<file path="src/design/cppd_pkg.sv">
package cppd_pkg;

  // Byte that closes a column.
  localparam logic [7:0] POST_END = 8'hFF;

  // Columns at or above this bound are clipped.
  localparam int unsigned MAX_DIM = 4096;

  // Register indexes of the configuration port.
  localparam logic [0:0] CFG_HEIGHT = 1'b0;
  localparam logic [0:0] CFG_ALPHA  = 1'b1;

  // Input function codes.
  localparam logic FUNC_PALETTE = 1'b0;
  localparam logic FUNC_DATA    = 1'b1;

  typedef enum logic [2:0] {
    PH_TOP  = 3'd0,
    PH_LEN  = 3'd1,
    PH_PAD  = 3'd2,
    PH_DATA = 3'd3,
    PH_TAIL = 3'd4
  } phase_t;

  typedef enum logic [1:0] {
    KIND_PIXEL = 2'd0,
    KIND_END   = 2'd1,
    KIND_CLIP  = 2'd2
  } kind_t;

  // Result produced by the parser for one data byte.
  typedef struct packed {
    logic        valid;
    kind_t       kind;
    logic [11:0] x;
    logic [8:0]  y;
  } cppd_res_t;

endpackage

</file>
<file path="src/design/cppd_parser.sv">
module cppd_parser (
  input  logic                clk,
  input  logic                rst,
  input  logic                data_fire,
  input  logic [11:0]         column,
  input  logic [7:0]          data_byte,
  input  logic [11:0]         picture_height,
  output cppd_pkg::cppd_res_t res
);

  cppd_pkg::phase_t phase, phase_next;
  logic [7:0]       top_row, top_row_next;
  logic [7:0]       remaining, remaining_next;
  logic [7:0]       position, position_next;
  logic [8:0]       row;
  logic             clip;

  assign row  = {1'b0, top_row} + {1'b0, position};
  assign clip = ({3'b000, row} >= picture_height) ||
                ({5'd0, column} >= 17'(cppd_pkg::MAX_DIM));

  // Parser state registers.
  always_ff @(posedge clk) begin
    if (rst) begin
      phase     <= cppd_pkg::PH_TOP;
      top_row   <= 8'd0;
      remaining <= 8'd0;
      position  <= 8'd0;
    end else if (data_fire) begin
      phase     <= phase_next;
      top_row   <= top_row_next;
      remaining <= remaining_next;
      position  <= position_next;
    end
  end

  // Next state of the post parser.
  always_comb begin
    phase_next     = phase;
    top_row_next   = top_row;
    remaining_next = remaining;
    position_next  = position;
    unique case (phase)
      cppd_pkg::PH_LEN: begin
        remaining_next = data_byte;
        position_next  = 8'd0;
        phase_next     = cppd_pkg::PH_PAD;
      end
      cppd_pkg::PH_PAD: begin
        phase_next = (remaining != 8'd0) ? cppd_pkg::PH_DATA : cppd_pkg::PH_TAIL;
      end
      cppd_pkg::PH_DATA: begin
        position_next  = position + 8'd1;
        remaining_next = remaining - 8'd1;
        if (remaining == 8'd1) begin
          phase_next = cppd_pkg::PH_TAIL;
        end
      end
      cppd_pkg::PH_TAIL: begin
        phase_next = cppd_pkg::PH_TOP;
      end
      default: begin
        if (data_byte == cppd_pkg::POST_END) begin
          phase_next = cppd_pkg::PH_TOP;
        end else begin
          top_row_next = data_byte;
          phase_next   = cppd_pkg::PH_LEN;
        end
      end
    endcase
  end

  // Result for the current byte: a pixel inside a post or the column end.
  always_comb begin
    res.valid = 1'b0;
    res.kind  = cppd_pkg::KIND_PIXEL;
    res.x     = column;
    res.y     = 9'd0;
    unique case (phase)
      cppd_pkg::PH_LEN, cppd_pkg::PH_PAD, cppd_pkg::PH_TAIL: begin
        res.valid = 1'b0;
      end
      cppd_pkg::PH_DATA: begin
        res.valid = 1'b1;
        res.kind  = clip ? cppd_pkg::KIND_CLIP : cppd_pkg::KIND_PIXEL;
        res.y     = row;
      end
      default: begin
        if (data_byte == cppd_pkg::POST_END) begin
          res.valid = 1'b1;
          res.kind  = cppd_pkg::KIND_END;
        end
      end
    endcase
  end

endmodule

</file>
<file path="config.mk">
export PLATFORM = sky130hd
export DESIGN_NAME = cppd_parser
export DESIGN_NICKNAME = d
export VERILOG_FILES = /design/src/design/cppd_pkg.sv /design/src/design/cppd_parser.sv
export SDC_FILE = /design/constraint.sdc
export NUM_CORES = 1
export LEC_CHECK = 0
export ABC_AREA = 1
export BUFFER_PORTS_ARGS = -buffer_cell sky130_fd_sc_hd__buf_2
export CELL_PAD_IN_SITES_DETAIL_PLACEMENT = 1
export CELL_PAD_IN_SITES_GLOBAL_PLACEMENT = 1
export CORE_ASPECT_RATIO = 1.2
export CORE_MARGIN = 10
export CORE_UTILIZATION = 35
export DETAILED_ROUTE_END_ITERATION = 10
export GPL_ROUTABILITY_DRIVEN = 1
export PLACE_DENSITY = 0.83
export SETUP_SLACK_MARGIN = 0.5
export SKIP_CTS_REPAIR_TIMING = 1
export SYNTH_ARGS = -nofsm -noshare
export SYNTH_HDL_FRONTEND = slang
export SYNTH_SLANG_ARGS = --single-unit
</file>
<file path="constraint.sdc">
create_clock -name clk -period 6.92 [get_ports clk]
set_input_delay 0.692 -clock clk [delete_from_list [all_inputs] [get_ports clk]]
set_output_delay 0.692 -clock clk [all_outputs]
set_load 0.005 [all_outputs]
</file>
# Yosys cells after proc, flatten, opt, wreduce, memory -nomap -nowiden
# Cells that the tools add are included.
[classes]
addsub = 3
mul = 0
div_mod_pow = 0
order_cmp = 1
eq_ne = 7
shifts = 0
muxes = 11
bitwise_logic = 2
n_reduce_logical = 7
[ops]
columns = ["cell", "n"]
rows = [
  ["$pmux W8 S2", 2],
  ["$ge A9 B12 Y1", 1],
  ["$pmux W3 S4", 1],
  ["$add A8 B8 Y9", 1],
  ["$mux W3", 3],
  ["$mux W9", 1],
  ["$add A8 B1 Y8 const B", 1],
  ["$eq A8 B1 Y1 const B", 1],
  ["$eq A8 B8 Y1 const B", 1],
  ["$reduce_bool A8 Y1", 1],
  ["$sub A8 B1 Y8 const B", 1],
  ["$eq A3 B2 Y1 const B", 2],
  ["$pmux W2 S2", 1],
  ["$reduce_and A2 Y1", 2],
  ["$reduce_or A4 Y1", 1],
  ["$eq A3 B1 Y1 const B", 1],
  ["$eq A3 B3 Y1 const B", 1],
  ["$reduce_and A3 Y1", 1],
  ["$reduce_or A3 Y1", 1],
  ["$mux W2", 1],
  ["$ne A2 B2 Y1 const B", 1],
  ["$not A1 Y1", 2],
  ["$pmux W1 S2", 1],
  ["$reduce_bool A2 Y1", 1],
  ["$mux W1", 1],
]
[word_totals]
register_bits = 27
latch_bits = 0
ram_bits = 0
romBits = 0
inputBits = 35
out_inout_bits = 24
elab_cells = 35
mem_count = 0

# Longest topological paths before layout
[logic_depth]
depth_word = 4
ltp_mapped = 17
mapped_depth_nobuf = 17

# Worst setup path before layout
# OpenSTA, ideal clock, no wires.
[synth_path]
kind = "register to output"
startpoint = "register position[0]"
endpoint = "output port res[22] (netlist name)"
t_arrival_ns = 2.150
required_ns = 6.228
path_slack_ns = 4.078
stages_incl_launch_ff = 17
n_path_buf = 0
path_cell_list = "dfxtp_1 ha_1 fa_1 nand2_1 inv_1 o21ai_0 nand2_1 xor2_1 inv_1 ha_1 nand2_1 nor2_1 and2_1 nand2_1 nand4_1 nand2_1 inv_1"
[synth_lines]
columns = ["element", "line", "rtl"]
rows = [
  ["start: declaration", "cppd_parser.sv:14", "logic [7:0] position, position_next;"],
  ["start signal: assignment", "cppd_parser.sv:33", "position <= position_next;"],
  ["end: declaration", "cppd_parser.sv:8", "output cppd_pkg::cppd_res_t res"],
]

==> impl_metrics.csv <==
group,metric,value,unit
outcome,outcome,"finished, final reports clean",
place,dp_hpwl,5.20,mm
timing,fin_skew,3.43,ps
worst_setup_path,setup.worst_path.class,"reg2out",
place,gp_congestion,0.893,
worst_setup_path,crit_required,6230,ps
timing,remaining_max_slew_budget_at_the_tightest_pin,46.4,%
detailed_routing,vias_per_cell,4.93,
global_route,vias_in_the_first_global_route,2526,
finish,drive_above_1_share,12.1,%
detailed_routing,detail-route-antenna-nets,0,
global_route,grt_start_max_net_pins,21,
worst_hold_path,worst_hold_path.num_cells,2,
clock_network,h-tree-depth,1,
die,area_enclosed_by_the_die_boundary,10200,sq um
timing,finalSetupViolations,0,
logic_synthesis,synth_top_area_cell,"dfxtp_1",
logic_synthesis,synth_nets,434,
logic_synthesis,synth_warnings,0,
logic_synthesis,synth_largest_type_area_fraction,23.5,%
finish,area.growth.synth_to_final,7.73,%
clock_network,clock_latency,270,ps
logic_synthesis,synth_edf_count,0,
detailed_routing,wl_per_cell,13.3,um
timing,timing_max_transition_violations_final,0,
clock_network,clk_transition_reported_paths,100,ps
detailed_routing,drcViolationCount,0,
pwr,p_leak,1.39,nW
die,placeableCoreArea,6410,sq um
worst_setup_path,worstPathArrival,2840,ps
pwr,ir_worst_vdd,0.0665,mV
place,placement.io_buffers,34,
timing,setup_slack,3390,ps
global_route,antenna_found_initial,0,
timing,setup_total_negative_slack,0,ps
pwr,power_density,153,nW/um^2
timing,rsz0062_at_grt,"false",
flow_run,drv_cap,0,
timing,fin_hold_ws,468,ps
detailed_routing,drt_wl_total,6.39,mm
timing,timing_worst_slew_pin_value,802,ps
logic_synthesis,synth.most_common_cell,"nand2_1",
clock_network,numClockSinks,27,
timing,layout_min_cycle_time,3530,ps
logic_synthesis,top_ff_cell_synth,"dfxtp_1",
logic_synthesis,synth_area_per_cell,6.08,sq um
worst_setup_path,cp-start-kind,"flop",
timing,hold_violations,0,
global_route,grt.overflow.total,0,
finish,layout.core_utilization,38.6,%
die,io-pin-count,59,
global_route,grtUsageTotal,12.8,%
die,num_rows,32,
clock_network,cts_tree,"yes",
logic_synthesis,post_synth_instance_area,2300,sq um
global_route,grt_first_pass_wirelength,11.0,mm
die,fp.dieH,109,um
die,die_width,94.0,um
clock_network,tritoncts.num_buffers,3,
place,place_worst_setup_slack,3680,ps
finish,final-instance-count-excl-fill,481,
detailed_routing,dr.first_iter.drc_count,51,
finish,fin_nets,453,
timing,finalCritPeriodShare,51.0,%
logic_synthesis,postSynthCellCount,378,
worst_setup_path,worst_setup_path_end_kind,"output port",
clock_network,cts_root_buffer,"clkbuf_8",
finish,antenna_cells,0,
worst_hold_path,holdCritPathClass,"reg2reg",
logic_synthesis,post_synth_most_frequent_cells,"nand2_1 (102), inv_1 (65), nor2_1 (55), dfxtp_1 (27), a21oi_1 (25)",
logic_synthesis,synthTopCellsByArea,"dfxtp_1 (24%), nand2_1 (17%), ha_1 (11%)",
timing,max_freq,284,MHz
detailed_routing,route.vias.total,2371,
finish,fill_cells,910,
worst_setup_path,critical_path.max_fanout,4,
logic_synthesis,ys_seq_elements,27,
logic_synthesis,async_flop_share,0,%
logic_synthesis,synth.lib_cells_used.distinct,28,
logic_synthesis,synth-seq-area-share,23.5,%
worst_setup_path,timing.reg2reg.worst_path_depth,6,
clock_network,cts-root-to-sink-buffers,2,
detailed_routing,detail_route.first_pass.iterations,4,
place,dp_cells,477,
die,initial_utilization,35.9,%
path summary, 6_finish.rpt:
kind / start / endpoint / slack (ps)
max: position[0] / res[22] / 3390
min: remaining[6] / remaining[6] / 470
max reg2reg: phase[1] / remaining[6] / 5120
min reg2reg: remaining[6] / remaining[6] / 470
through the flow:
stage / power [mW] / instance area (sq um)
global route: 0.406 / 2470
floorplan: 0.264 / 2300
global placement: 0.284 / 2430
detailed placement: 0.289 / 2430
CTS: 0.380 / 2470
finish: 0.378 / 2470
cells by family (layout without fill, tap and decap cells):
group	Yosys count	count (layout)	share of synthesized area, %
AND/OR/NAND/NOR	194	194	35.8
AO/OA/AOI/OAI	46	46	10.7
adder cells (fa/ha/maj)	21	21	11.8
flip-flops	27	27	23.5
XOR/XNOR	2	2	0.763
buffers and inverters	88	106	17.4
critical path: stages (launching register included):
cell	delay, ps
dfxtp_1	360
ha_1	220
fa_1	410
nand2_1	80
inv_1	50
o21ai_0	170
nand2_1	100
xor2_1	180
inv_1	60
ha_1	260
nand2_1	40
nor2_1	110
and2_1	140
nand2_1	50
nand4_1	80
nand2_1	60
inv_1	80
buf_2	110
final cells by class:
type	instances	area [sq um]	area share (%)
multi-input combinational	263	1360	54.9
inverter	68	255	10.3
timing repair buffer	34	170	6.88
tap	85	106	4.30
clock buffer	4	45.0	1.82
sequential	27	541	21.8
power by group:
group	switching (mW)	internal, mW	total (mW)
Clock	0.0512	0.0413	0.0925
Sequential	0.00942	0.165	0.175
Combinational	0.0723	0.0388	0.111
Total	0.133	0.245	0.378
per-layer routing:
metal  vias to the layer above  share of wire, %  GRT usage, %
met5                         -                 0             0
met4                         0              0.97          3.26
met3                         8               5.1          2.75
met2                        49                52          25.0
met1                      1116                42          13.4
li1                       1198                 -             -
placed cells by master (no fill, tap or decap):
master and n:
nand2_2 1, xor2_1 2, nand3_2 2, clkbuf_1 1, o211ai_1 2, a31oi_1 1
nand3_1 17, nor3_4 1, fa_1 1, inv_2 3, clkbuf_8 3, buf_2 34
and2_1 1, ha_1 20, nand3_4 1, nand4_1 7, dfxtp_1 27, nand2_1 102
inv_1 65, nor2_1 55, nor2_2 3, a21boi_0 1, a21oi_1 25, a211oi_1 1
nor3_1 4, o21ai_0 14, o21bai_1 2
state kept, by name, indices dropped and copies added (netlist names):
name,count
remaining,8
top_row,8
position,8
phase,3
No activity file was read; power rests on OpenSTA's default activity.
